**config.mk**
```make
export PLATFORM = sky130hd
export DESIGN_NAME = lbc_cell
export DESIGN_NICKNAME = d
export VERILOG_FILES = /design/src/design/lbc_pkg.sv /design/src/design/lbc_cell.sv
export SDC_FILE = /design/constraint.sdc
export NUM_CORES = 1
export LEC_CHECK = 0
export ABC_AREA = 1
export BUFFER_PORTS_ARGS = -buffer_cell sky130_fd_sc_hd__buf_2
export CORE_AREA = 8 8 164 166
export CTS_BUF_LIST = sky130_fd_sc_hd__clkbuf_8
export DETAILED_ROUTE_END_ITERATION = 10
export DIE_AREA = 0 0 172 174
export SETUP_SLACK_MARGIN = 0.4
export SLEW_MARGIN = 20
export SYNTH_ARGS = -nofsm -noshare
export SYNTH_HDL_FRONTEND = slang
export SYNTH_SLANG_ARGS = --single-unit
```
**constraint.sdc**
```tcl
create_clock -name clk -period 1.7 [get_ports clk]
set_input_delay 0.085 -clock clk [delete_from_list [all_inputs] [get_ports clk]]
set_output_delay 0.085 -clock clk [all_outputs]
set_load 0.01 [all_outputs]
```
**src/design/lbc_pkg.sv**
```systemverilog
`timescale 1ns / 1ps
package lbc_pkg;

  localparam int TYPE_W   = 2;
  localparam int DEV_W    = 8;
  localparam int BLK_W    = 32;
  localparam int IDX_W    = 5;
  localparam int STATUS_W = 2;
  localparam int POS_W    = 8;
  localparam int CNT_W    = 16;

  localparam logic [TYPE_W-1:0] REQ_GET     = 2'd0;
  localparam logic [TYPE_W-1:0] REQ_RELEASE = 2'd1;
  localparam logic [TYPE_W-1:0] REQ_PIN     = 2'd2;
  localparam logic [TYPE_W-1:0] REQ_UNPIN   = 2'd3;

  localparam logic [STATUS_W-1:0] STATUS_OK        = 2'd0;
  localparam logic [STATUS_W-1:0] STATUS_NO_FREE   = 2'd1;
  localparam logic [STATUS_W-1:0] STATUS_UNDERFLOW = 2'd2;
  localparam logic [STATUS_W-1:0] STATUS_OVERFLOW  = 2'd3;

  typedef struct packed {
    logic [TYPE_W-1:0] op;
    logic [DEV_W-1:0]  dev;
    logic [BLK_W-1:0]  blk;
    logic [IDX_W-1:0]  idx;
  } req_t;

  typedef struct packed {
    logic [POS_W-1:0] id;
    logic [DEV_W-1:0] dev;
    logic [BLK_W-1:0] blk;
    logic             valid;
    logic [CNT_W-1:0] count;
  } entry_t;

  // search token walking the chain from rank 0 upward
  typedef struct packed {
    logic             vld;
    logic             match;
    logic [POS_W-1:0] m_pos;
    entry_t           m_ent;
    logic             free;
    logic [POS_W-1:0] f_pos;
    logic [POS_W-1:0] f_id;
  } scan_t;

  // update broadcast to all cells
  typedef struct packed {
    logic             en;
    logic             shift;
    logic [POS_W-1:0] pos;
    entry_t           ent;
  } cmd_t;

endpackage

```
**src/design/lbc_cell.sv**
```systemverilog
`timescale 1ns / 1ps
module lbc_cell #(
  parameter int NUM_ENTRIES = 32,
  parameter int COUNT_BITS  = 8,
  parameter int POS         = 0
) (
  input  logic             clk,
  input  logic             rst,
  input  lbc_pkg::req_t    req,
  input  lbc_pkg::scan_t   tok_in,
  output lbc_pkg::scan_t   tok_out,
  input  lbc_pkg::cmd_t    cmd,
  input  lbc_pkg::entry_t  prev,
  output lbc_pkg::entry_t  ent
);

  localparam int IW = $clog2(NUM_ENTRIES);
  localparam int PW = lbc_pkg::POS_W;
  localparam int CW = lbc_pkg::CNT_W;

  logic [IW-1:0]              id;
  logic [lbc_pkg::DEV_W-1:0]  dev;
  logic [lbc_pkg::BLK_W-1:0]  blk;
  logic                       valid;
  logic [COUNT_BITS-1:0]      count;
  lbc_pkg::scan_t             tok;
  lbc_pkg::scan_t             tok_next;
  lbc_pkg::entry_t            src;
  logic                       hit_here;
  logic                       take_cmd;
  logic                       take_prev;

  always_comb begin
    ent.id    = PW'(id);
    ent.dev   = dev;
    ent.blk   = blk;
    ent.valid = valid;
    ent.count = CW'(count);
  end

  always_comb begin
    if (req.op == lbc_pkg::REQ_GET) begin
      hit_here = (dev == req.dev) && (blk == req.blk);
    end else begin
      hit_here = (PW'(id) == PW'(req.idx));
    end
    tok_next = tok_in;
    if (tok_in.vld) begin
      if (hit_here && !tok_in.match) begin
        tok_next.match = 1'b1;
        tok_next.m_pos = PW'(POS);
        tok_next.m_ent = ent;
      end
      // last free cell seen is the least recent one
      if (count == '0) begin
        tok_next.free  = 1'b1;
        tok_next.f_pos = PW'(POS);
        tok_next.f_id  = PW'(id);
      end
    end
  end

  assign take_cmd  = cmd.en && !cmd.shift && (cmd.pos == PW'(POS));
  assign take_prev = cmd.en && cmd.shift && (PW'(POS) <= cmd.pos);
  assign src       = take_cmd ? cmd.ent : prev;
  assign tok_out   = tok;

  always_ff @(posedge clk) begin
    if (rst) begin
      id    <= IW'(NUM_ENTRIES - 1 - POS);
      dev   <= '0;
      blk   <= '0;
      valid <= 1'b0;
      count <= '0;
      tok   <= '0;
    end else begin
      tok <= tok_next;
      if (take_cmd || take_prev) begin
        id    <= src.id[IW-1:0];
        dev   <= src.dev;
        blk   <= src.blk;
        valid <= src.valid;
        count <= src.count[COUNT_BITS-1:0];
      end
    end
  end

endmodule

```
After elaboration in Yosys (flattened, before gate mapping)
Index checks and enable logic that the tools add are counted.
Word-level totals
  bits of input ports: 281
  output and inout bits: 157
  register bits: 146
  word-level logic and storage cells: 37
Cells by class
  $lt $le $gt $ge: 1
  mux-type cells: 5
  equality and inequality tests: 3
  reductions and logical operators: 12
Operators by type and width (count)
  $mux W91: 1
  $mux W74: 1
  $mux W62: 1
  $eq A32 B32 Y1: 1
  $mux W17: 1
  $logic_not A8 Y1: 2
  $eq A8 B8 Y1: 1
  $le A1 B8 Y1 const A: 1
  $logic_and A1 B1 Y1: 6
  $eq A5 B5 Y1: 1
  $logic_not A1 Y1: 2
  $logic_not A2 Y1: 1
  $logic_or A1 B1 Y1: 1
  $mux W1: 1

Logic depth before layout (Yosys ltp)
Gate-level depths: netlist of run 1.
  depth after elaboration: 6
  gate-level depth with buffers: 15
  depth with buffers taken out: 14

Worst setup path before layout of run 1
Ideal clock, no wire load.
  path kind: reg-to-reg
  start: register blk[28] (netlist bit)
  end: register tok (netlist bit tok_out[78])
  period minus slack after synthesis: 1.601 ns
  arrival: 1.491 ns
  setup slack: 0.099 ns
  data required time: 1.590 ns
  cell stages (with the launch flop): 16
  buffers on the path: 2
  library setup time: 0.110 ns
  cell sequence: dfxtp_1 inv_1 nand2_1 nand2_1 inv_1 nand2_1 nor2_1 nand2_1 nor2_1 nand3_1 nand2_1 buf_2 buf_2 nand4_1 nand2_1 nor2_1
Between the ends
  cells in the longest elaborated chain, start to end: 6
RTL lines
  start, declared: RTL line lbc_cell.sv:23  | logic [lbc_pkg::BLK_W-1:0] blk;
  start signal, assigned: RTL line lbc_cell.sv:81  | blk <= src.blk;
  $eq A32 B32 Y1: RTL line lbc_cell.sv:43  | hit_here = (dev == req.dev) && (blk == req.blk);
  $logic_and A1 B1 Y1: RTL line lbc_cell.sv:43
  $mux W1: RTL line lbc_cell.sv:42  | if (req.op == lbc_pkg::REQ_GET) begin
  $logic_and A1 B1 Y1: RTL line lbc_cell.sv:49  | if (hit_here && !tok_in.match) begin
  $mux W74: RTL line lbc_cell.sv:49
  $mux W91: RTL line lbc_cell.sv:48  | if (tok_in.vld) begin
  end signal, assigned: RTL line lbc_cell.sv:77  | tok <= tok_next;
  end, declared: RTL line lbc_cell.sv:26  | lbc_pkg::scan_t tok;
Every way passes these cells.
A chain may end at the register's enable or synchronous reset.

Worst setup path in the final report of run 1
  start: register blk[22] (netlist bit)
  end: register tok (netlist bit tok_out[74])
Same word-level chain as after synthesis.

==> flow_summary.toml, run 1 <==
[critical_path]
endpoint_kind = "flip-flop"
cp.arrival_ps = 2240
critPathKind = "reg2reg"
crit_fanout = 9
start_kind = "flip-flop"
required_ps = 2090

[timing]
period_minus_slack_ps = 1860
max_clock_freq_mhz = 538
setup-violations-final = 74
finalWorstSetupSlack_ps = -158
clock_skew_ps = 15.3
hold_ws_ps = 35.0
drv_slew = 0
hold_viol_final = 0
tns_ps = -7390
period_share_pct = 109
grt_setup_unrepaired = "true"

[clock_network]
path_clk_slew_ps = 100
cts.htree.levels = 4
clk_latency_ps = 450
root_buffer = "clkbuf_8"
numCtsBuffers = 17
cts_sinks = 146
cts_buffer_depth = 2
cts_tree = "built"

[synthesis]
synth_area_leaders = "dfxtp_1 (41%), nand2_1 (13%), inv_1 (11%), nand4_1 (9.5%), nand3_1 (4.9%)"
syn_area_um2 = 7120
synth_ff_type = "dfxtp_1"
synth-async-reset-ratio_pct = 0
ys_seq_area_share_pct = 41.0
synth_cells = 1056
yosysUniqueCellTypes = 26
synth.most_common_cell = "nand2_1"
yosysTopAreaCellShare_pct = 41.0
synth_edf_count = 0
yosys-top-cells-count = "nand2_1 (238), inv_1 (208), dfxtp_1 (146), nand4_1 (108), nor2_1 (89)"
synth_top_area_cell = "dfxtp_1"
yosys_warnings = 0
ys_ff_latch = 146
syn_avg_cell_area_um2 = 6.75

[global_route]
track_usage_pct = 24.0
grt_pass1_vias = 10200
grt_max_degree = 69
overflow = 0
grt_pass1_wl_mm = 55.6
antenna_found_initial = 9

[min_path]
hold_class = "in2reg"

[power]
power_density_nw_per_um2 = 688
max-vdd-ir-drop_mv = 0.567
leakage_nw = 6.86

[floorplanning]
die_area_um2 = 29900
start_util_pct = 29.0
coreArea_um2 = 24500
io_pins = 438
die_h_um = 174
rows = 58
die_w_um = 172

[route]
drt_wl_total_mm = 38.5
routedWlPerCell_um = 18.6
drtAntennaViolNets = 0
drt_pass1_iterations = 5
drc = 0
drt-initial-drc-count = 705
via_per_inst = 4.79
vias = 9882

[finish]
drive_gt1_share_pct = 39.8
final_nets = 1991
fin_cells = 2062
area_delta_synth_final_pct = 84.5
nFillCells = 2331
fin_area_um2 = 13100

[outcome]
outcome = "finished, violations left"
violations = "negative setup slack"

[place]
gp_congestion = 0.817
placed_cell_area_um2 = 10100
hpwl_mm = 26.3
preCtsSetupSlack_ps = -207
portBuffers = 404
place_inst = 1808

[job]
max_cap_violations = 0
## path summary, 6_finish.rpt
kind / slack [ps] / cells after the start / endpoint / from
hold / removal: 30 / 5 / id[3]$_SDFFE_PP1P_ / cmd[60]
hold reg to reg: 520 / 2 / blk[8]$_SDFFE_PP0P_ / blk[8]$_SDFFE_PP0P_
setup reg to reg: -160 / 13 / tok_out[74]$_SDFF_PP0_ / blk[22]$_SDFFE_PP0P_
setup / recovery: -160 / 13 / tok_out[74]$_SDFF_PP0_ / blk[22]$_SDFFE_PP0P_
## layout make-up
type                       instances  area, um2  area share [%]
inverter                         211        796            6.06
tap                              330        413            3.14
clock inverter                    14        168            1.28
timing repair inverter             1       7.51          0.0571
clock buffer                      18        248            1.89
sequential                       146       2980            22.7
timing repair buffer             711       5140            39.1
antenna                            9       22.5           0.171
multi-input combinational        622       3370            25.6
## state kept, by name (all words and copies together) (netlist names)
register	cells
dev	8
blk	32
valid	1
count	8
id	5
tok_out	92
## through the flow
| step | power [mW] | utilization [%] |
|---|---|---|
| after global placement | 5.49 | 41.3 |
| after detailed placement | 5.50 | 41.3 |
| after CTS | 8.94 | 51.5 |
| after global routing | 9.47 | 53.5 |
| final | 9.04 | 53.6 |
| after floorplan | 4.60 | - |
## worst max-delay path, stage by stage, from the launching register on
cell       delay, ps
dfxtp_2          350
xnor2_2          160
nand2_2           90
nor2_2           120
nand2_1           70
nor2_1            90
nand3_1          120
nand2_4          140
nand3_4          100
buf_12           170
clkbuf_16        170
nand2_1           80
inv_1             50
nor2_1            80
## cells in the final DEF (no fill, tap or decap), types with 3 or more instances in the layout
master | synthesis | layout
buf_12 | 0 | 13
inv_6 | 0 | 5
dfxtp_1 | 146 | 109
a211oi_2 | 0 | 4
diode_2 | 0 | 9
buf_6 | 0 | 11
inv_2 | 2 | 26
dfxtp_2 | 0 | 33
nand2_1 | 238 | 209
nand3_1 | 70 | 68
clkbuf_8 | 0 | 18
buf_2 | 16 | 404
nand2_2 | 1 | 15
nand4_1 | 108 | 108
nor2_2 | 0 | 17
xnor2_1 | 27 | 22
dlygate4sd3_1 | 0 | 191
xnor2_2 | 0 | 4
clkbuf_16 | 0 | 6
buf_4 | 18 | 84
inv_8 | 0 | 3
a31oi_1 | 54 | 54
dfxtp_4 | 0 | 4
nor2_1 | 89 | 68
o21ai_0 | 10 | 10
nand2_4 | 0 | 15
inv_1 | 208 | 184
nor2_4 | 0 | 4
clkinvlp_4 | 0 | 3
conb_1 | 1 | 11
## logic make-up after synthesis
group / share of synthesized area (%)
other cells: 0.0526
buf+inv: 16.9
xor+xnor: 3.44
compound gates: 6.24
simple gates: 32.3
flops: 41.0
## power breakdown
| group | switching [mW] | leakage [nW] | internal [mW] |
|---|---|---|---|
| Combinational | 1.15 | 5.43 | 1.14 |
| Sequential | 0.0919 | 1.22 | 3.63 |
| Clock | 1.63 | 0.211 | 1.40 |
| Total | 2.87 | 6.86 | 6.17 |
## layer usage
layer,GRT usage (%),share of wire (%)
met4,11.4,4.4
met3,5.17,9.1
met2,40.6,48
met1,28.2,39
met5,0,0.026
## what timing repair did
action / in CTS / in global routing
setup endpoints to repair: 91 / 93
buffers inserted: 8 / 4
endpoints found under the hold margin: 143 / 0
pin swaps: 6 / 21
cloned: 3 / 7
hold buffers: 191 / 0
gates resized for setup: 34 / 91
No activity file was read; power rests on OpenSTA's default activity.
==> run 2: changes to the inputs <==
--- a/config.mk
+++ b/config.mk
@@ -11,6 +11,7 @@
 export CTS_BUF_LIST = sky130_fd_sc_hd__clkbuf_8
 export DETAILED_ROUTE_END_ITERATION = 10
 export DIE_AREA = 0 0 172 174
+export REMOVE_ABC_BUFFERS = 1
 export SETUP_SLACK_MARGIN = 0.4
 export SLEW_MARGIN = 20
 export SYNTH_ARGS = -nofsm -noshare
==> run 2 against run 1 <==
Compared with the run above:
- non-clock buffer count rose by 21
- combinational power grew 9.2%
- total power increased by 6.1%
- critical path depth is 3 lower
- worst hold slack better by 11 ps
- wire length is 5.9% higher
- clock skew is 7.0 ps higher
- via count increased by 1.2%
- sequential share of layout area decreased by 1.4 points
- the flow still finishes with violations (negative setup slack)
- first-iteration DRC count down 5.4%
- clock power is 11% higher
- maximum frequency is 2.5% lower
==> flow_summary.toml, run 2 (synthesized netlist as in run 1, its figures left out) <==
[floorplanning]
die_w_um = 172
die_area_um2 = 29900
coreArea_um2 = 24500
start_util_pct = 29.0
io_pins = 438
die_h_um = 174
rows = 58

[clock_network]
root_buffer = "clkbuf_8"
numCtsBuffers = 17
cts.htree.levels = 4
path_clk_slew_ps = 100
clk_latency_ps = 450
cts_tree = "built"
cts_sinks = 146
cts_buffer_depth = 2

[route]
via_per_inst = 4.81
routedWlPerCell_um = 19.6
drt-initial-drc-count = 667
drtAntennaViolNets = 0
drt_wl_total_mm = 40.7
drt_pass1_iterations = 8
vias = 10000
drc = 0

[min_path]
hold_class = "in2reg"
hp-start = "cmd[60]"

[timing]
slew_headroom_pct = 65.6
max_slew.worst_pin.slew_ps = 516
finalWorstSetupSlack_ps = -205
drv_slew = 0
period_share_pct = 112
period_minus_slack_ps = 1900
clock_skew_ps = 22.3
grt_setup_unrepaired = "true"
max_clock_freq_mhz = 525
setup-violations-final = 74
hold_viol_final = 0

[critical_path]
reg2reg_from = "id[0]$_SDFFE_PP1P_"
start_kind = "flip-flop"
crit_fanout = 6
required_ps = 2080
cp_slowest_cell = "dfxtp_1"
cp-startpoint = "id[0]$_SDFFE_PP1P_"
cp.arrival_ps = 2280
endpoint_kind = "flip-flop"
path_cells = "xor2_1, a21oi_2, nand4_1, a21oi_4, nand3_4, buf_12, clkbuf_16, nand2_2, inv_1, nor2_1"
critPathKind = "reg2reg"
cp.buffers_inverters = 3
critPathMaxStageDelay_ps = 340
crit_family = "simple AND/OR/NAND/NOR gates"

[power]
leakage_nw = 7.07
p_total_mw = 9.58
power_density_nw_per_um2 = 689
max-vdd-ir-drop_mv = 0.465

[global_route]
grt_pass1_wl_mm = 56.4
track_usage_pct = 24.4
grt_pass1_vias = 10300
overflow = 0
antenna_found_initial = 5
grt_max_degree = 51

[finish]
area_delta_synth_final_pct = 95.2
fin_area_um2 = 13900
largest_reg_flops = 92
final_common_cell = "buf_2"
drive_gt1_share_pct = 45.2
final_cell_mix = "buf_2 (403), dlygate4sd3_1 (197), nand2_1 (171), inv_1 (152), dfxtp_1 (125)"
final_nets = 2012
fin_cells = 2079

[outcome]
outcome = "finished, violations left"
violations = "negative setup slack"

[place]
hpwl_mm = 24.8
place_inst = 1800
portBuffers = 404
placed_cell_area_um2 = 10000
gp_congestion = 0.854

[job]
max_cap_violations = 0
[run 2: changes by cell type in the layout (fill, tap and decap cells not counted), sizes merged]
cell,delta
buf,+11
dlygate4sd3,+6
clkbuf,+4
diode,-4
bufinv,+3
clkinv,-2
inv,-2
clkinvlp,+1
[run 2: power breakdown]
part	internal [mW]	switching [mW]
clock network	1.82	1.54
registers	3.62	0.0918
logic	1.24	1.26
[run 2: final timing paths]
path         cells past startpoint  slack [ps]                      to
max                             10        -200  tok_out[22]$_SDFF_PP0_
min                              5          50      id[3]$_SDFFE_PP1P_
max reg2reg                     10        -200  tok_out[22]$_SDFF_PP0_
min reg2reg                      2         510   count[7]$_SDFFE_PP0P_
[run 2: repair_timing]
item	in CTS	in global routing
hold buffers	197	0
gates resized for setup	81	204
buffers inserted	21	4
endpoints found under the setup margin	91	93
endpoints found under the hold margin	145	0
pin swaps	23	78
cloned	6	14
[run 2: worst min-delay path: stages]
cell	delay [ps]
buf_2	80
inv_1	30
o21ai_0	160
a31oi_1	40
o21ai_0	70
[run 2: cell type report]
class                           count  area [um2]
Antenna cell                        5        12.5
Clock buffer                       18         248
Clock inverter                     14         226
Fill cell                        2182       10600
Inverter                          211         796
Multi-Input combinational cell    622        3720
Sequential cell                   146        2950
Tap cell                          330         413
Timing Repair Buffer              732        5530
Timing Repair inverter              1        7.51
[run 2: layer usage]
| metal | track usage, % | up-vias | routed length, um |
|---|---|---|---|
| li1 | - | 4683 | - |
| met2 | 42.3 | 611 | 19700 |
| met1 | 28.0 | 4570 | 15800 |
| met3 | 4.70 | 140 | 3410 |
| met4 | 12.0 | 0 | 1800 |
| met5 | 0 | - | 0 |
[run 2: per-stage QoR]
step                hold WS, ps  setup slack (ps)  util [%]  setup TNS [ps]
floorplan                   154             -1790         -         -188300
global placement            296              -399      40.8          -23150
detailed placement          300              -405      40.8          -24430
CTS                       0.190              -220      53.0          -13580
global route               35.4              -320      56.7          -20080
finish                     45.5              -205      56.7          -11790
